$ cat src/rtl/core/blt_pkg.sv
// Shared types, character constants and keyword matching for the line tokenizer.
package blt_pkg;

   typedef enum logic [2:0] {
      PH_START,
      PH_NUMBER,
      PH_BLANK1,
      PH_WORD,
      PH_BLANK2,
      PH_DONE
   } blt_phase_type;

   localparam logic [2:0] CODE_LET     = 3'd0;
   localparam logic [2:0] CODE_UNKNOWN = 3'd6;
   localparam logic [2:0] CODE_EMPTY   = 3'd7;

   localparam logic [7:0] CH_NUL   = 8'h00;
   localparam logic [7:0] CH_TAB   = 8'h09;
   localparam logic [7:0] CH_SPACE = 8'h20;
   localparam logic [7:0] CH_EQ    = 8'h3D;

   localparam int KW_COUNT = 6;
   localparam int KW_BYTES = 5;

   // Keyword text, first character in the low byte, unused bytes zero.
   localparam logic [KW_BYTES*8-1:0] KW_TEXT [KW_COUNT] = '{
      40'h000054454C,   // LET
      40'h544E495250,   // PRINT
      40'h004F544F47,   // GOTO
      40'h0000004649,   // IF
      40'h004E454854,   // THEN
      40'h0045534C45    // ELSE
   };
   localparam logic [3:0] KW_LEN [KW_COUNT] = '{4'd3, 4'd5, 4'd4, 4'd2, 4'd4, 4'd4};

   typedef struct packed {
      logic        has_number;
      logic [16:0] line_label;
      logic [2:0]  statement_code;
      logic [55:0] var_name;
      logic [2:0]  var_length;
      logic [7:0]  rest_offset;
   } blt_result_type;

   function automatic logic is_digit(input logic [7:0] c);
      return c inside {[8'h30:8'h39]};
   endfunction

   function automatic logic is_blank(input logic [7:0] c);
      return c inside {CH_SPACE, CH_TAB};
   endfunction

   function automatic logic is_alnum(input logic [7:0] c);
      return c inside {[8'h30:8'h39], [8'h41:8'h5A], [8'h61:8'h7A]};
   endfunction

   // Compares the first bytes of the word with every keyword; bytes at or past
   // the word length are masked off.
   function automatic logic [2:0] kw_code(input logic [KW_BYTES*8-1:0] head,
                                          input logic [3:0] len);
      logic [KW_BYTES*8-1:0] mask;
      logic [2:0]            code;
      code = CODE_UNKNOWN;
      for (int b = 0; b < KW_BYTES; b++) begin
         mask[b*8 +: 8] = (4'(b) < len) ? 8'hFF : 8'h00;
      end
      for (int k = KW_COUNT - 1; k >= 0; k--) begin
         if (len == KW_LEN[k] && ((head ^ KW_TEXT[k]) & mask) == '0) begin
            code = 3'(k);
         end
      end
      return code;
   endfunction

endpackage

$ cat src/rtl/core/blt_in_stage.sv
// Input register that holds one character until the scanner takes it.
module blt_in_stage (
   input  logic       clock,
   input  logic       reset,
   input  logic       req_valid,
   output logic       req_stall,
   input  logic [7:0] req_text_char,
   input  logic       take,
   output logic       char_valid,
   output logic [7:0] char_data
);
   import blt_pkg::*;

   logic       valid_ff;
   logic       valid_in;
   logic [7:0] char_ff;
   logic       accept;

   assign req_stall = valid_ff && !take;
   assign accept    = req_valid && !req_stall;

   always_comb begin
      if (accept) begin
         valid_in = 1'b1;
      end else if (take) begin
         valid_in = 1'b0;
      end else begin
         valid_in = valid_ff;
      end
   end

   always_ff @(posedge clock) begin
      if (reset) begin
         valid_ff <= 1'b0;
      end else begin
         valid_ff <= valid_in;
      end
   end

   always_ff @(posedge clock) begin
      if (accept) begin
         char_ff <= req_text_char;
      end
   end

   assign char_valid = valid_ff;
   assign char_data  = char_ff;

endmodule

$ cat src/rtl/core/blt_scanner.sv
// Line state machine: line number, blank skipping, word collection and keyword match.
module blt_scanner #(
   parameter int MAX_DIGITS = 5,
   parameter int NAME_CHARS = 7,
   parameter int POS_BITS   = 8
) (
   input  logic                   clock,
   input  logic                   reset,
   input  logic                   step,
   input  logic [7:0]             text_char,
   output blt_pkg::blt_result_type result
);
   import blt_pkg::*;

   localparam int DC_W   = $clog2(MAX_DIGITS + 1);
   localparam int LEN_W  = $clog2(NAME_CHARS + 2);
   localparam int NAME_W = NAME_CHARS * 8;

   blt_phase_type        phase_ff, phase_in;
   logic [POS_BITS-1:0]  pos_ff, pos_in;
   logic [DC_W-1:0]      count_ff, count_in;
   logic [16:0]          acc_ff, acc_in;
   logic [7:0]           buf_ff [NAME_CHARS];
   logic [7:0]           buf_in [NAME_CHARS];
   logic [LEN_W-1:0]     len_ff, len_in;
   logic [2:0]           code_ff, code_in;
   logic [POS_BITS-1:0]  offset_ff, offset_in;
   logic                 seen_ff, seen_in;

   logic                 end_char, dig, blank, alnum, eq;
   logic                 take_digit, at_blank1, at_word, at_blank2;
   logic                 word_eq, word_add, word_end, rest_found;
   logic                 last_digit, long_word;
   logic [KW_BYTES*8-1:0] head;
   logic [2:0]           word_code;
   logic [3:0]           digit_val;

   logic [2:0]           fin_code;
   logic [LEN_W-1:0]     fin_len;
   logic [NAME_W-1:0]    fin_name;
   logic [2:0]           fin_vlen;
   logic [POS_BITS-1:0]  fin_offset;

   // Character classes and the path the character takes through the phases.
   always_comb begin
      end_char   = text_char == CH_NUL;
      dig        = is_digit(text_char);
      blank      = is_blank(text_char);
      alnum      = is_alnum(text_char);
      eq         = text_char == CH_EQ;
      digit_val  = text_char[3:0];
      take_digit = (phase_ff == PH_START || phase_ff == PH_NUMBER) && dig;
      at_blank1  = !take_digit && (phase_ff inside {PH_START, PH_NUMBER, PH_BLANK1});
      at_word    = (phase_ff == PH_WORD) || (at_blank1 && !blank);
      word_eq    = at_word && eq;
      word_add   = at_word && !eq && alnum;
      word_end   = at_word && !eq && !alnum;
      at_blank2  = (phase_ff == PH_BLANK2) || word_end;
      rest_found = at_blank2 && !blank;
      if (phase_ff == PH_START) begin
         last_digit = MAX_DIGITS <= 1;
      end else begin
         last_digit = count_ff == DC_W'(MAX_DIGITS - 1);
      end
      for (int b = 0; b < KW_BYTES; b++) begin
         head[b*8 +: 8] = buf_ff[b];
      end
      long_word = len_ff > LEN_W'(NAME_CHARS);
      word_code = long_word ? CODE_UNKNOWN : kw_code(head, 4'(len_ff));
   end

   always_comb begin
      phase_in = phase_ff;
      if (end_char) begin
         phase_in = PH_START;
      end else if (take_digit) begin
         phase_in = last_digit ? PH_BLANK1 : PH_NUMBER;
      end else if (rest_found) begin
         phase_in = PH_DONE;
      end else if (word_eq || at_blank2) begin
         phase_in = PH_BLANK2;
      end else if (at_word) begin
         phase_in = PH_WORD;
      end else if (at_blank1) begin
         phase_in = PH_BLANK1;
      end
   end

   always_comb begin
      pos_in    = pos_ff;
      count_in  = count_ff;
      acc_in    = acc_ff;
      buf_in    = buf_ff;
      len_in    = len_ff;
      code_in   = code_ff;
      offset_in = offset_ff;
      seen_in   = seen_ff;
      if (end_char) begin
         pos_in    = '0;
         count_in  = '0;
         acc_in    = '0;
         len_in    = '0;
         code_in   = CODE_EMPTY;
         offset_in = '0;
         seen_in   = 1'b0;
      end else begin
         if (pos_ff != '1) begin
            pos_in = pos_ff + 1'b1;
         end
         if (take_digit) begin
            seen_in = 1'b1;
            if (phase_ff == PH_START) begin
               acc_in   = 17'(digit_val);
               count_in = DC_W'(1);
            end else begin
               acc_in   = 17'(acc_ff << 3) + 17'(acc_ff << 1) + 17'(digit_val);
               count_in = count_ff + 1'b1;
            end
         end
         if (word_add) begin
            for (int i = 0; i < NAME_CHARS; i++) begin
               if (len_ff == LEN_W'(i)) begin
                  buf_in[i] = text_char;
               end
            end
            if (!long_word) begin
               len_in = len_ff + 1'b1;
            end
         end
         if (word_eq) begin
            if (long_word) begin
               code_in = CODE_UNKNOWN;
               len_in  = '0;
            end else begin
               code_in = CODE_LET;
            end
         end
         if (word_end) begin
            code_in = word_code;
            len_in  = '0;
         end
         if (rest_found) begin
            offset_in = pos_ff;
         end
      end
   end

   always_ff @(posedge clock) begin
      if (reset) begin
         phase_ff  <= PH_START;
         pos_ff    <= '0;
         count_ff  <= '0;
         acc_ff    <= '0;
         len_ff    <= '0;
         code_ff   <= CODE_EMPTY;
         offset_ff <= '0;
         seen_ff   <= 1'b0;
      end else if (step) begin
         phase_ff  <= phase_in;
         pos_ff    <= pos_in;
         count_ff  <= count_in;
         acc_ff    <= acc_in;
         len_ff    <= len_in;
         code_ff   <= code_in;
         offset_ff <= offset_in;
         seen_ff   <= seen_in;
      end
   end

   always_ff @(posedge clock) begin
      if (step) begin
         buf_ff <= buf_in;
      end
   end

   // Result for a line that ends on the current character. A word still open
   // at the line end is classified here, which leaves no name.
   always_comb begin
      if (phase_ff == PH_WORD) begin
         fin_code = word_code;
         fin_len  = '0;
      end else begin
         fin_code = code_ff;
         fin_len  = len_ff;
      end
      fin_name = '0;
      fin_vlen = '0;
      if (fin_code == CODE_LET && fin_len <= LEN_W'(NAME_CHARS)) begin
         for (int i = 0; i < NAME_CHARS; i++) begin
            if (LEN_W'(i) < fin_len) begin
               fin_name[i*8 +: 8] = buf_ff[i];
            end
         end
         fin_vlen = 3'(fin_len);
      end
      fin_offset = (phase_ff != PH_DONE) ? pos_ff : offset_ff;

      result.has_number     = seen_ff;
      result.line_label     = acc_ff;
      result.statement_code = fin_code;
      result.var_name       = 56'(fin_name);
      result.var_length     = fin_vlen;
      result.rest_offset    = 8'(fin_offset);
   end

endmodule

$ cat src/rtl/core/blt_out_stage.sv
// Result register and the flow control that lets the scanner take a character.
module blt_out_stage (
   input  logic                    clock,
   input  logic                    reset,
   input  logic                    char_valid,
   input  logic [7:0]              char_data,
   input  blt_pkg::blt_result_type result,
   output logic                    take,
   output logic                    rsp_valid,
   input  logic                    rsp_stall,
   output logic                    rsp_has_number,
   output logic [16:0]             rsp_line_label,
   output logic [2:0]              rsp_statement_code,
   output logic [55:0]             rsp_var_name,
   output logic [2:0]              rsp_var_length,
   output logic [7:0]              rsp_rest_offset
);
   import blt_pkg::*;

   logic           valid_ff, valid_in;
   blt_result_type result_ff;
   logic           line_end, blocked, load;

   // Only the line end needs room in the result register.
   assign line_end = char_data == CH_NUL;
   assign blocked  = valid_ff && rsp_stall;
   assign take     = char_valid && (!line_end || !blocked);
   assign load     = take && line_end;

   always_comb begin
      if (load) begin
         valid_in = 1'b1;
      end else if (rsp_stall) begin
         valid_in = valid_ff;
      end else begin
         valid_in = 1'b0;
      end
   end

   always_ff @(posedge clock) begin
      if (reset) begin
         valid_ff <= 1'b0;
      end else begin
         valid_ff <= valid_in;
      end
   end

   always_ff @(posedge clock) begin
      if (load) begin
         result_ff <= result;
      end
   end

   assign rsp_valid          = valid_ff;
   assign rsp_has_number     = result_ff.has_number;
   assign rsp_line_label     = result_ff.line_label;
   assign rsp_statement_code = result_ff.statement_code;
   assign rsp_var_name       = result_ff.var_name;
   assign rsp_var_length     = result_ff.var_length;
   assign rsp_rest_offset    = result_ff.rest_offset;

endmodule

$ cat src/rtl/core/basic_line_tokenizer.sv
// Top level of the BASIC line tokenizer.
// The block takes one character of a BASIC line per transfer, one transfer per clock
// cycle when neither side stalls, and gives one result when the zero byte that ends
// the line is taken. A character is held in the input register, is folded into the
// line state by the scanner as it leaves that register, and the line result is
// written to the result register when the zero byte leaves the input register.
// Only a line end has to wait for a full result register, so other characters keep
// flowing while a result is held. The result carries the leading line number of up to
// MAX_DIGITS digits, the statement code (LET or assignment, PRINT, GOTO, IF, THEN,
// ELSE, unknown, empty), the assigned name of up to NAME_CHARS characters and the
// position of the first non-blank character after the keyword or '='. The position
// counter is POS_BITS wide and saturates.
module basic_line_tokenizer #(
   parameter int MAX_DIGITS = 5,
   parameter int NAME_CHARS = 7,
   parameter int POS_BITS   = 8
) (
   input  logic        clock,
   input  logic        reset,
   input  logic        req_valid,
   output logic        req_stall,
   input  logic [7:0]  req_text_char,
   output logic        rsp_valid,
   input  logic        rsp_stall,
   output logic        rsp_has_number,
   output logic [16:0] rsp_line_label,
   output logic [2:0]  rsp_statement_code,
   output logic [55:0] rsp_var_name,
   output logic [2:0]  rsp_var_length,
   output logic [7:0]  rsp_rest_offset
);
   import blt_pkg::*;

   logic           char_valid;
   logic [7:0]     char_data;
   logic           take;
   blt_result_type result;

   blt_in_stage u_in_stage (
      .clock         (clock),
      .reset         (reset),
      .req_valid     (req_valid),
      .req_stall     (req_stall),
      .req_text_char (req_text_char),
      .take          (take),
      .char_valid    (char_valid),
      .char_data     (char_data)
   );

   blt_scanner #(
      .MAX_DIGITS (MAX_DIGITS),
      .NAME_CHARS (NAME_CHARS),
      .POS_BITS   (POS_BITS)
   ) u_scanner (
      .clock     (clock),
      .reset     (reset),
      .step      (take),
      .text_char (char_data),
      .result    (result)
   );

   blt_out_stage u_out_stage (
      .clock              (clock),
      .reset              (reset),
      .char_valid         (char_valid),
      .char_data          (char_data),
      .result             (result),
      .take               (take),
      .rsp_valid          (rsp_valid),
      .rsp_stall          (rsp_stall),
      .rsp_has_number     (rsp_has_number),
      .rsp_line_label     (rsp_line_label),
      .rsp_statement_code (rsp_statement_code),
      .rsp_var_name       (rsp_var_name),
      .rsp_var_length     (rsp_var_length),
      .rsp_rest_offset    (rsp_rest_offset)
   );

endmodule

$ cat config.mk
export PLATFORM = sky130hd
export DESIGN_NAME = basic_line_tokenizer
export DESIGN_NICKNAME = d
export VERILOG_FILES = /design/src/rtl/core/blt_pkg.sv /design/src/rtl/core/blt_in_stage.sv /design/src/rtl/core/blt_scanner.sv /design/src/rtl/core/blt_out_stage.sv /design/src/rtl/core/basic_line_tokenizer.sv
export SDC_FILE = /design/constraint.sdc
export NUM_CORES = 1
export LEC_CHECK = 0
export BUFFER_PORTS_ARGS = -buffer_cell sky130_fd_sc_hd__buf_2
export CELL_PAD_IN_SITES_DETAIL_PLACEMENT = 0
export CELL_PAD_IN_SITES_GLOBAL_PLACEMENT = 1
export CORE_UTILIZATION = 48
export CTS_CLUSTER_DIAMETER = 30
export DETAILED_ROUTE_END_ITERATION = 8
export PLACE_DENSITY = 0.88
export RECOVER_POWER = 25
export REMOVE_ABC_BUFFERS = 1
export SYNTH_ARGS = -nofsm -noshare
export SYNTH_HDL_FRONTEND = slang
export SYNTH_HIERARCHICAL = 1
export SYNTH_SLANG_ARGS = --single-unit
export TNS_END_PERCENT = 5
$ cat constraint.sdc
create_clock -name clock -period 8.4 [get_ports clock]
set_input_delay 0.42 -clock clock [delete_from_list [all_inputs] [get_ports clock]]
set_output_delay 0.42 -clock clock [all_outputs]
set_load 0.03 [all_outputs]
==> metrics.txt <==
TritonRoute pass-1 iters=7; first-pass GRT wire length=32000 um; initial drt markers=446; Pwr Density=240 mW/mm^2; Worst-path clk slew=0.05 ns; # IOs=102; multi-input logic area=0.00326 mm^2; setup ws final=4.68 ns; H-tree depth=2; Die H=138 um; vias in the first global route=6120; Crit path arrival time=3.84 ns; Worst path slowest cell=nor3_1; worst hold margin=0.0941 ns; leading area contributor after synthesis=edfxtp_1; Via density=5.58; RSZ-0062 raised after global routing=no; combinational power share=0.025; flops & latches, synth=201; DP Area=0.00968 mm^2; Num Clock Sinks=201; total die area=0.0192 mm^2; count of final setup violators=0; # resized after CTS=0; Max-Cap Viols=0; Diodes inserted=0; Synth top area share=0.511; # DRC=26; Slew @ Worst Pin=1.24 ns; Area contributors post-synth=edfxtp_1 51%, dfxtp_1 11%, ha_1 4.9%; Peak VDD IR=189 uV; CP max FO=21; Yosys warning total=6; Hold Buf Count CTS=0; setup TNS=0 ns; Post-synth EDFFs=152; post-DP HPWL=13600 um; Unique masters post-synth=79; worst path buffer plus inverter count=0; Setup crit start kind=flop; Clock power frac=0.560; initial antenna violation count=0; Internal=2.07 mW; Util after Layout=0.603; filler instances=1421; HP Class=input pin to flop; pin count of the biggest net entering global routing=72; Setup crit end kind=flop; I/O Buffers=101; period utilisation layout=0.443; core area=0.0181 mm^2; Top delay family on crit path=simple AND/OR/NAND/NOR gates; Final min period=3.72 ns; Leak=4.03 nW; Rows=49; violated checks=DRC; CP cell instances=or4_4 -> o31a_1 -> nand4_1 -> nor3_1; clk_skew=0.0219 ns; ys flop type=edfxtp_1; CP Data Required Time=8.52 ns; global route total overflow=0; net switching power=0.555 mW; Largest stage delay, worst path=1.00 ns; Final Wtd Congestion=0.868; power share of the sequential group=0.416; Setup CP Type=flop to flop; Syn Area/Cell=12.8 um^2; Vias=6036; post-synthesis sequential area ratio=0.621; area of the mapped netlist=0.00893 mm^2; gate count after technology mapping=698; non-filler cells, final=1082; WL/cell=18.3 um; area growth from synthesis to final layout=22.1%; placed cells=1012; antenna-violating nets left=0; share of layout cells above drive strength 1=0.192; routed wire length=19800 um; ys async rst share=0; CTS max path bufs=3; switching share of power=0.212; worst skew pair latency=0.51 ns; all-layer global routing usage=0.211; Final Hold Fails=0; Post-CTS Setup Inserts=0; register area=0.00555 mm^2; Nets=872; cts bufs inserted=38; CTS tree=done; slew margin rel.=0.170; Slew Limit Fails=0; status=complete, but fails checks; Root Buffer=clkbuf_16; Fmax=0.269 GHz; final instance area=0.0109 mm^2; Placement Setup Slack=4.47 ns; Die Wd=138 um; Initial Utilization=0.494; Pwr Total=2.62 mW
==> worst reg2reg max path, delay by kind of cell, from the launching register on <==
family             cells  cell delay, ns
AOI/OAI and AO/OA      1            0.69
DFF                    1            0.81
and+or+nand+nor        3            1.82
==> final timing paths <==
path              cells past startpoint                     from  slack [ns]                             end
setup / recovery                      4  u_in_stage/char_data[3]        4.68            u_scanner/buf_ff[44]
hold / removal                        1         req_text_char[7]        0.09         u_in_stage/char_data[7]
setup reg to reg                      4  u_in_stage/char_data[3]        4.68            u_scanner/buf_ff[44]
hold reg to reg                       0     u_scanner/acc_ff[16]        0.47  u_out_stage/rsp_line_label[16]
==> placed cells by master (no fill, tap or decap), types with 12 or more instances in the layout <==
master,n
buf_2,70
clkbuf_16,38
nor3_1,22
nand3_1,12
a21oi_1,35
and3_1,15
ha_1,35
nor2_1,59
o21ai_0,14
and2_1,54
a22oi_1,12
edfxtp_1,152
clkbuf_1,37
nand2_1,34
dfxtp_1,49
inv_1,12
==> power groups by stage <==
stage / sequential, mW / clock, mW / combinational, mW
final: 1.09 / 1.47 / 0.0648
after CTS: 1.09 / 1.49 / 0.0652
after floorplan: 1.10 / 0 / 0.0458
after global placement: 1.11 / 0 / 0.0629
after detailed placement: 1.11 / 0 / 0.0645
after global routing: 1.09 / 1.54 / 0.0714
==> synthesized netlist by cell type, drive strengths merged, types with 3 or more instances <==
master / n
edfxtp: 152
nor2: 59
and2: 55
dfxtp: 49
a21oi: 36
ha: 35
nand2: 34
nor3: 23
clkbuf: 19
o21ai: 18
and3: 15
a22oi: 12
inv: 12
nand3: 12
a22o: 9
nor2b: 9
nor4: 9
xor2: 9
mux2: 8
nor4b: 8
xnor2: 8
a211oi: 7
a21o: 7
a2111oi: 6
a31oi: 6
nand3b: 6
nand2b: 5
nor3b: 5
o31ai: 5
mux2i: 4
nand4: 4
o21a: 4
or4: 4
a21boi: 3
buf: 3
o31a: 3
or3: 3
==> metal layers <==
layer / global-route usage / up-vias / wire length [um]
met1: 0.248 / 2893 / 8190
met3: 0.0457 / 45 / 1070
met4: 0.0869 / 0 / 557
met2: 0.374 / 194 / 9970
li1: - / 2904 / -
met5: 0 / - / 0
==> registers in the layout (all words and copies together) (netlist names), 3 cells and up <==
name                            flops
u_scanner/acc_ff                   17
u_out_stage/rsp_rest_offset         8
u_scanner/pos_ff                    8
u_scanner/buf_ff                   56
u_out_stage/rsp_line_label         17
u_scanner/code_ff                   3
u_scanner/len_ff                    4
u_scanner/phase_ff                  3
u_scanner/count_ff                  3
u_scanner/offset_ff                 8
u_in_stage/char_data                8
u_out_stage/rsp_statement_code      3
u_out_stage/rsp_var_length          3
u_out_stage/rsp_var_name           56
==> kinds of logic (layout without fill, tap and decap cells) <==
group | after synthesis | in the layout | share of synthesized area
adders and majority gates | 37 | 37 | 0.0535
xor gates and xnor gates | 17 | 17 | 0.0167
buffers and inverters | 34 | 189 | 0.0160
and+or+nand+nor | 260 | 260 | 0.165
AOI/OAI and AO/OA | 137 | 137 | 0.113
muxes | 12 | 12 | 0.0146
DFF | 201 | 201 | 0.621
==> layout make-up <==
class / instances / share of cell area
Multi-Input combinational cell: 463 / 0.299
Clock inverter: 25 / 0.0246
Clock buffer: 45 / 0.0906
Timing Repair Buffer: 107 / 0.0469
Inverter: 12 / 0.00413
Sequential cell: 201 / 0.509
Tap cell: 229 / 0.0263
(Power assumes the default switching activity.)
